--- config.mk ---
export PLATFORM = sky130hd
export DESIGN_NAME = blocked_waiter_table
export DESIGN_NICKNAME = d
export VERILOG_FILES = /design/src/hdl/bwt_pkg.sv /design/src/hdl/bwt_ram.sv /design/src/hdl/blocked_waiter_table.sv
export SDC_FILE = /design/constraint.sdc
export NUM_CORES = 2
export LEC_CHECK = 0
export ABC_AREA = 0
export BUFFER_PORTS_ARGS = -buffer_cell sky130_fd_sc_hd__buf_2
export CAP_MARGIN = 20
export CORE_UTILIZATION = 35
export CTS_CLUSTER_SIZE = 10
export DETAILED_ROUTE_END_ITERATION = 10
export GPL_TIMING_DRIVEN = 0
export HOLD_SLACK_MARGIN = 0.03
export SLEW_MARGIN = 20
export SYNTH_ARGS = -nofsm -noshare
export SYNTH_HDL_FRONTEND = slang
export SYNTH_SLANG_ARGS = --single-unit
--- constraint.sdc ---
create_clock -name clk -period 6.8 [get_ports clk]
set_input_delay 2.04 -clock clk [delete_from_list [all_inputs] [get_ports clk]]
set_output_delay 2.04 -clock clk [all_outputs]
set_load 0.05 [all_outputs]
--- src/hdl/bwt_pkg.sv ---
// shared types and constants for the blocked waiter table
package bwt_pkg;

  localparam int KEY_W  = 32;
  localparam int PROC_W = 8;
  localparam int ENTRY_W = KEY_W + PROC_W;

  localparam logic KIND_INSERT = 1'b0;
  localparam logic KIND_REMOVE = 1'b1;

  typedef enum logic [2:0] {
    ST_IDLE,
    ST_SEARCH,
    ST_CHECK,
    ST_SH_RD,
    ST_SH_WR,
    ST_RESULT
  } state_t;

endpackage

--- src/hdl/bwt_ram.sv ---
// generic single write port ram with registered read
module bwt_ram #(
  parameter int WIDTH = 40,
  parameter int DEPTH = 32
) (
  input  logic                     clk,
  input  logic                     wr_en,
  input  logic [$clog2(DEPTH)-1:0] wr_addr,
  input  logic [WIDTH-1:0]         wr_data,
  input  logic [$clog2(DEPTH)-1:0] rd_addr,
  output logic [WIDTH-1:0]         rd_data
);

  logic [WIDTH-1:0] mem [DEPTH];

  always_ff @(posedge clk) begin
    if (wr_en) begin
      mem[wr_addr] <= wr_data;
    end
    rd_data <= mem[rd_addr];
  end

endmodule

--- src/hdl/blocked_waiter_table.sv ---
// blocked waiter table: ordered key/process table with oldest-match removal
// insert: the entry is written at the tail as the request is taken, then the result state
// loads the output register; remove: search and check test each entry, oldest first,
//   then shift read and shift write move each younger entry down a slot; one ram read per entry
// one request at a time; a held output register keeps the next result waiting
// rst_n clears the fill count, sequencer and output valid; table contents stay undefined
module blocked_waiter_table #(
  parameter int TABLE_ENTRIES = 32
) (
  input  logic                      clk,
  input  logic                      rst_n,
  input  logic                      in_valid,
  output logic                      in_ready,
  input  logic                      in_kind,
  input  logic [bwt_pkg::KEY_W-1:0] in_sem_addr,
  input  logic [bwt_pkg::PROC_W-1:0] in_proc_id,
  output logic                      out_valid,
  input  logic                      out_ready,
  output logic                      out_ok,
  output logic [bwt_pkg::PROC_W-1:0] out_proc_out
);

  // index width, count width (holds the depth) and compare width
  localparam int IW = $clog2(TABLE_ENTRIES);
  localparam int CW = $clog2(TABLE_ENTRIES + 1);
  localparam int SW = CW + 1;

  bwt_pkg::state_t state_r, state_nxt;

  logic [CW-1:0]              count_r, count_nxt;
  logic [IW-1:0]              idx_r, idx_nxt;
  logic [bwt_pkg::KEY_W-1:0]  key_r, key_nxt;
  logic                       res_ok_r, res_ok_nxt;
  logic [bwt_pkg::PROC_W-1:0] res_proc_r, res_proc_nxt;
  logic                       out_valid_r, out_valid_nxt;
  logic                       out_ok_r, out_ok_nxt;
  logic [bwt_pkg::PROC_W-1:0] out_proc_r, out_proc_nxt;

  // ram port controls
  logic                        wr_en;
  logic [IW-1:0]               wr_addr;
  logic [bwt_pkg::ENTRY_W-1:0] wr_data;
  logic [IW-1:0]               rd_addr;
  logic [bwt_pkg::ENTRY_W-1:0] rd_data;

  logic                        in_take;
  logic                        table_full;
  logic                        key_match;
  logic                        more_after;
  logic                        out_free;
  logic [SW-1:0]               idx_inc;

  // entry word is {key, owner}
  bwt_ram #(
    .WIDTH(bwt_pkg::ENTRY_W),
    .DEPTH(TABLE_ENTRIES)
  ) u_ram (
    .clk    (clk),
    .wr_en  (wr_en),
    .wr_addr(wr_addr),
    .wr_data(wr_data),
    .rd_addr(rd_addr),
    .rd_data(rd_data)
  );

  assign in_take    = in_valid && in_ready;
  assign table_full = (count_r == CW'(TABLE_ENTRIES));
  assign key_match  = (rd_data[bwt_pkg::ENTRY_W-1 -: bwt_pkg::KEY_W] == key_r);
  assign idx_inc    = SW'(idx_r) + SW'(1);
  // in check this tests for a younger entry; after the decrement it tests for one more move
  assign more_after = (idx_inc < SW'(count_r));
  assign out_free   = !out_valid_r || out_ready;

  // sequencer next state
  always_comb begin
    state_nxt = state_r;
    unique case (state_r)
      bwt_pkg::ST_IDLE: begin
        if (in_take) begin
          if (in_kind == bwt_pkg::KIND_REMOVE && count_r != '0) begin
            state_nxt = bwt_pkg::ST_SEARCH;
          end else begin
            state_nxt = bwt_pkg::ST_RESULT;
          end
        end
      end
      bwt_pkg::ST_SEARCH: state_nxt = bwt_pkg::ST_CHECK;
      bwt_pkg::ST_CHECK: begin
        if (key_match && more_after) begin
          state_nxt = bwt_pkg::ST_SH_RD;
        end else if (!key_match && more_after) begin
          state_nxt = bwt_pkg::ST_SEARCH;
        end else begin
          state_nxt = bwt_pkg::ST_RESULT;
        end
      end
      bwt_pkg::ST_SH_RD: state_nxt = bwt_pkg::ST_SH_WR;
      bwt_pkg::ST_SH_WR: begin
        if (more_after) begin
          state_nxt = bwt_pkg::ST_SH_RD;
        end else begin
          state_nxt = bwt_pkg::ST_RESULT;
        end
      end
      bwt_pkg::ST_RESULT: begin
        if (out_free) begin
          state_nxt = bwt_pkg::ST_IDLE;
        end
      end
      default: state_nxt = bwt_pkg::ST_IDLE;
    endcase
  end

  // sequencer outputs: handshake and ram port
  always_comb begin
    in_ready = 1'b0;
    wr_en    = 1'b0;
    wr_addr  = idx_r;
    wr_data  = rd_data;
    rd_addr  = idx_r;
    unique case (state_r)
      bwt_pkg::ST_IDLE: begin
        in_ready = 1'b1;
        // append at the tail straight away
        wr_en    = in_valid && (in_kind == bwt_pkg::KIND_INSERT) && !table_full;
        wr_addr  = count_r[IW-1:0];
        wr_data  = {in_sem_addr, in_proc_id};
      end
      bwt_pkg::ST_SH_RD: begin
        // fetch the next younger entry
        rd_addr = idx_inc[IW-1:0];
      end
      bwt_pkg::ST_SH_WR: begin
        // move it down one slot to close the gap
        wr_en = 1'b1;
      end
      default: begin
      end
    endcase
  end

  // datapath registers
  always_comb begin
    count_nxt     = count_r;
    idx_nxt       = idx_r;
    key_nxt       = key_r;
    res_ok_nxt    = res_ok_r;
    res_proc_nxt  = res_proc_r;
    out_valid_nxt = out_valid_r && !out_ready;
    out_ok_nxt    = out_ok_r;
    out_proc_nxt  = out_proc_r;
    unique case (state_r)
      bwt_pkg::ST_IDLE: begin
        idx_nxt      = '0;
        key_nxt      = in_sem_addr;
        res_ok_nxt   = 1'b0;
        res_proc_nxt = '0;
        if (in_take && in_kind == bwt_pkg::KIND_INSERT && !table_full) begin
          count_nxt  = count_r + CW'(1);
          res_ok_nxt = 1'b1;
        end
      end
      bwt_pkg::ST_CHECK: begin
        if (key_match) begin
          // oldest match found: report its owner and drop it from the count
          res_ok_nxt   = 1'b1;
          res_proc_nxt = rd_data[bwt_pkg::PROC_W-1:0];
          count_nxt    = count_r - CW'(1);
        end else if (more_after) begin
          idx_nxt = idx_inc[IW-1:0];
        end
      end
      bwt_pkg::ST_SH_WR: begin
        idx_nxt = idx_inc[IW-1:0];
      end
      bwt_pkg::ST_RESULT: begin
        if (out_free) begin
          out_valid_nxt = 1'b1;
          out_ok_nxt    = res_ok_r;
          out_proc_nxt  = res_proc_r;
        end
      end
      default: begin
      end
    endcase
  end

  always_ff @(posedge clk) begin
    if (!rst_n) begin
      state_r     <= bwt_pkg::ST_IDLE;
      count_r     <= '0;
      out_valid_r <= 1'b0;
    end else begin
      state_r     <= state_nxt;
      count_r     <= count_nxt;
      out_valid_r <= out_valid_nxt;
    end
  end

  // payload registers, no reset needed
  always_ff @(posedge clk) begin
    idx_r      <= idx_nxt;
    key_r      <= key_nxt;
    res_ok_r   <= res_ok_nxt;
    res_proc_r <= res_proc_nxt;
    out_ok_r   <= out_ok_nxt;
    out_proc_r <= out_proc_nxt;
  end

  assign out_valid    = out_valid_r;
  assign out_ok       = out_ok_r;
  assign out_proc_out = out_proc_r;

endmodule

==> flow_results.xml <==
<?xml version="1.0" encoding="UTF-8"?>
<metrics>
  <group name="outcome">
    <metric name="run_status" unit="">completed</metric>
  </group>
  <group name="power_and_ir_drop">
    <metric name="cell_internal_pwr" unit="mW">18.5</metric>
    <metric name="vdd_drop_max" unit="mV">0.310</metric>
    <metric name="seqPwrFrac" unit="%">40.8</metric>
    <metric name="p_per_cell_area" unit="nW/um^2">436</metric>
    <metric name="netSwitchingPower" unit="mW">10.0</metric>
    <metric name="total_power" unit="mW">28.6</metric>
    <metric name="switching_fraction" unit="%">35.1</metric>
    <metric name="power.static_leakage" unit="nW">21.1</metric>
    <metric name="clock_power_share" unit="%">26.3</metric>
    <metric name="power_frac_comb" unit="%">32.8</metric>
  </group>
  <group name="die">
    <metric name="fp.dieW" unit="um">404</metric>
    <metric name="rows" unit="">147</metric>
    <metric name="top_level_ports" unit="">56</metric>
    <metric name="die_h" unit="um">404</metric>
    <metric name="initial_utilization" unit="%">35.2</metric>
    <metric name="floorplan.die_area" unit="um^2">163000</metric>
    <metric name="core" unit="um^2">160000</metric>
  </group>
  <group name="run">
    <metric name="drv_cap" unit="">0</metric>
  </group>
  <group name="synthesis">
    <metric name="netlist.area_leader.share" unit="%">71.0</metric>
    <metric name="edff_count_synth" unit="">1335</metric>
    <metric name="synthesis.area" unit="um^2">56500</metric>
    <metric name="synthesis.instances" unit="">3408</metric>
    <metric name="async_set_or_reset_register_ratio_after_synthesis" unit="%">0</metric>
    <metric name="yosys.cell_count.top_type" unit="">sky130_fd_sc_hd__edfxtp_1</metric>
    <metric name="syn-num-nets" unit="">3464</metric>
    <metric name="ys_top_cells_by_area" unit="">sky130_fd_sc_hd__edfxtp_1 (71%), sky130_fd_sc_hd__mux4_2 (7.4%), sky130_fd_sc_hd__nand2_1 (3.3%)</metric>
    <metric name="post-synth-top-area-cell" unit="">sky130_fd_sc_hd__edfxtp_1</metric>
    <metric name="ys.flop_type" unit="">sky130_fd_sc_hd__edfxtp_1</metric>
    <metric name="most_frequent_cells_after_synthesis" unit="">sky130_fd_sc_hd__edfxtp_1 (1335), sky130_fd_sc_hd__nand2_1 (491), sky130_fd_sc_hd__nor2_1 (233), sky130_fd_sc_hd__mux4_2 (185), sky130_fd_sc_hd__mux2i_1 (181)</metric>
    <metric name="synth-seq-cells" unit="">1385</metric>
    <metric name="synth.lib_cells_used.distinct" unit="">60</metric>
    <metric name="synth_area_per_cell" unit="um^2">16.6</metric>
    <metric name="synth.yosys.seq_area_share" unit="%">72.8</metric>
    <metric name="ys.warnings.count" unit="">0</metric>
  </group>
  <group name="sta">
    <metric name="max_slew.worst_pin.slew" unit="ns">1.06</metric>
    <metric name="post-route-period-util" unit="%">68.0</metric>
    <metric name="finalHoldViolCount" unit="">0</metric>
    <metric name="finalClockSkew" unit="ns">0.0360</metric>
    <metric name="slew_viol_final" unit="">0</metric>
    <metric name="minimum_clock_period" unit="ns">4.62</metric>
    <metric name="layout_setup_ws" unit="ns">2.18</metric>
    <metric name="maxClockFrequency" unit="MHz">216</metric>
    <metric name="relSlewSlack" unit="%">29.4</metric>
    <metric name="setup-violations-final" unit="">0</metric>
    <metric name="grt_setup_unrepaired" unit="">false</metric>
  </group>
  <group name="route">
    <metric name="drt_iter0_markers" unit="">3671</metric>
    <metric name="dr_total_vias" unit="">32200</metric>
    <metric name="residual_drc" unit="">0</metric>
    <metric name="average_wire_length_per_cell_after_detail_routing" unit="um">26.7</metric>
    <metric name="ant_nets" unit="">0</metric>
    <metric name="drt-pass1-iter-count" unit="">5</metric>
    <metric name="vias_per_cell" unit="">5.43</metric>
    <metric name="wl" unit="mm">159</metric>
  </group>
  <group name="clock_network">
    <metric name="cts_buffer_depth" unit="">3</metric>
    <metric name="cts-buffers-inserted" unit="">157</metric>
    <metric name="ctsResizeCount" unit="">0</metric>
    <metric name="clock_insertion_delay_worst_skew" unit="ns">0.77</metric>
    <metric name="cts_max_level" unit="">4</metric>
    <metric name="post-cts-setup-buffers" unit="">0</metric>
    <metric name="postCtsHoldBufs" unit="">0</metric>
    <metric name="number_of_sinks_driven_by_the_clock_tree" unit="">1385</metric>
    <metric name="clk_pin_slew" unit="ns">0.06</metric>
    <metric name="cts_root_buf" unit="">sky130_fd_sc_hd__clkbuf_16</metric>
    <metric name="cts_tree" unit="">yes</metric>
  </group>
  <group name="place">
    <metric name="post-place-ws" unit="ns">1.55</metric>
    <metric name="dp.cells" unit="">5690</metric>
    <metric name="hpwl_after_dpl" unit="mm">112</metric>
    <metric name="gp_congestion" unit="">0.879</metric>
    <metric name="buffer_ports.inserted" unit="">55</metric>
  </group>
  <group name="critical_path">
    <metric name="worst_path_cell_trace" unit="">clkbuf_1, nor3_2, clkbuf_4, buf_2</metric>
    <metric name="timing.critical_path.arrival" unit="ns">2.58</metric>
    <metric name="critical-path-max-stage-delay" unit="ns">0.57</metric>
    <metric name="cp_max_fo" unit="">10</metric>
    <metric name="path_delay_family" unit="">buffers and inverters</metric>
    <metric name="combined_buffer_and_inverter_count_along_the_critical_path" unit="">3</metric>
    <metric name="worstPathRequired" unit="ns">4.76</metric>
    <metric name="slowest_library_cell_on_the_worst_path" unit="">sky130_fd_sc_hd__nor3_2</metric>
    <metric name="endpoint_kind" unit="">primary output</metric>
    <metric name="critPathKind" unit="">reg2out</metric>
    <metric name="worstSetupStartpointType" unit="">flip-flop</metric>
  </group>
  <group name="grt">
    <metric name="via_count_of_the_first_global_routing_pass" unit="">31900</metric>
    <metric name="grt_usage" unit="%">19.3</metric>
    <metric name="antenna_violations_before_repair" unit="">6</metric>
    <metric name="pin_count_of_the_biggest_net_entering_global_routing" unit="">40</metric>
    <metric name="grt_first_pass_wirelength" unit="mm">226</metric>
    <metric name="globalRouteOverflowTotal" unit="">0</metric>
  </group>
  <group name="finish">
    <metric name="post_layout_nonfiller_instances" unit="">5934</metric>
    <metric name="layout-area-overhead-vs-synth" unit="%">16.2</metric>
    <metric name="drive_above_1_share" unit="%">19.6</metric>
    <metric name="finalNetCount" unit="">3745</metric>
    <metric name="antenna-diode-count" unit="">0</metric>
  </group>
  <group name="min_path">
    <metric name="worst_hold_path_type" unit="">reg2reg</metric>
  </group>
</metrics>
==> cells in the final DEF (no fill, tap or decap), types with 32 or more instances in the layout <==
cell type,instances
sky130_fd_sc_hd__buf_2,140
sky130_fd_sc_hd__a32oi_1,156
sky130_fd_sc_hd__buf_12,41
sky130_fd_sc_hd__nor2_4,32
sky130_fd_sc_hd__a21oi_1,54
sky130_fd_sc_hd__mux4_2,185
sky130_fd_sc_hd__o21ai_0,68
sky130_fd_sc_hd__clkbuf_1,146
sky130_fd_sc_hd__dfxtp_1,50
sky130_fd_sc_hd__nor4_2,37
sky130_fd_sc_hd__nor2_1,201
sky130_fd_sc_hd__mux2i_1,181
sky130_fd_sc_hd__edfxtp_1,1335
sky130_fd_sc_hd__a31oi_1,80
sky130_fd_sc_hd__nand2_1,491
sky130_fd_sc_hd__xnor2_1,35
sky130_fd_sc_hd__clkbuf_16,158
sky130_fd_sc_hd__mux2_2,41
sky130_fd_sc_hd__nand3_1,95
==> power by group through the flow <==
stage | Combinational [mW] | Sequential (mW) | Clock (mW)
2_1_floorplan | 5.49 | 11.8 | 0
3_3_place_gp | 8.96 | 11.9 | 0
3_5_place_dp | 9.31 | 11.8 | 0
4_1_cts | 9.33 | 11.7 | 7.61
5_1_grt | 9.87 | 11.7 | 7.93
6_report | 9.39 | 11.7 | 7.53
==> through the flow <==
stage          TNS (ns)  util [%]  hold WS, ns  cell area [um^2]
2_1_floorplan         0         -        0.400             56500
3_3_place_gp    -507.10      37.1        0.402             59400
3_5_place_dp          0      38.1        0.406             61200
4_1_cts               0      40.9        0.415             65600
5_1_grt               0      40.9        0.418             65600
6_report              0      40.9        0.415             65600
==> kinds of logic (layout without fill, tap and decap cells) <==
kind of cell    Yosys count  after routing  share of synthesized area, %
xor+xnor                 42             42                         0.698
buf+inv                 228            594                          2.06
flops                  1385           1385                          72.8
compound gates          404            404                          4.94
simple gates            917            917                          7.20
mux                     421            421                          12.1
fa+ha+maj                11             11                         0.257
==> final cells by class <==
type                            count  area [um^2]
Sequential cell                  1385        41100
Clock inverter                     12          185
Timing Repair Buffer              122         1750
Buffer                            213         1110
Multi-Input combinational cell   1795        14500
Tap cell                         2160         2700
Inverter                           15         56.3
Fill cell                       14400        94800
Clock buffer                      232         4240
==> path summary, 6_finish.rpt <==
kind                 startpoint                 to  slack [ns]  cells after the start
hold / removal    res_proc_r[3]    out_proc_out[3]        0.41                      0
setup reg to reg       idx_r[0]  u_ram.mem[17][23]        2.47                      8
hold reg to reg   res_proc_r[3]    out_proc_out[3]        0.41                      0
setup / recovery     state_r[1]           in_ready        2.18                      4
==> state kept, by name, indices dropped and copies added, names as in the netlist <==
name	cells
count_r	6
idx_r	5
key_r	32
out_ok	1
out_proc_out	8
out_valid	1
res_ok_r	1
res_proc_r	8
state_r	3
u_ram.mem	1280
u_ram.rd_data	40
==> metal layers <==
layer,vias up,GRT usage (%),share of wire (%)
met3,271,3.37,7.6
li1,14000,-,-
met1,16700,25.5,41
met2,1305,31.7,48
met5,-,0,0.021
met4,4,7.20,3.5
No activity file was read; power rests on OpenSTA's default activity.
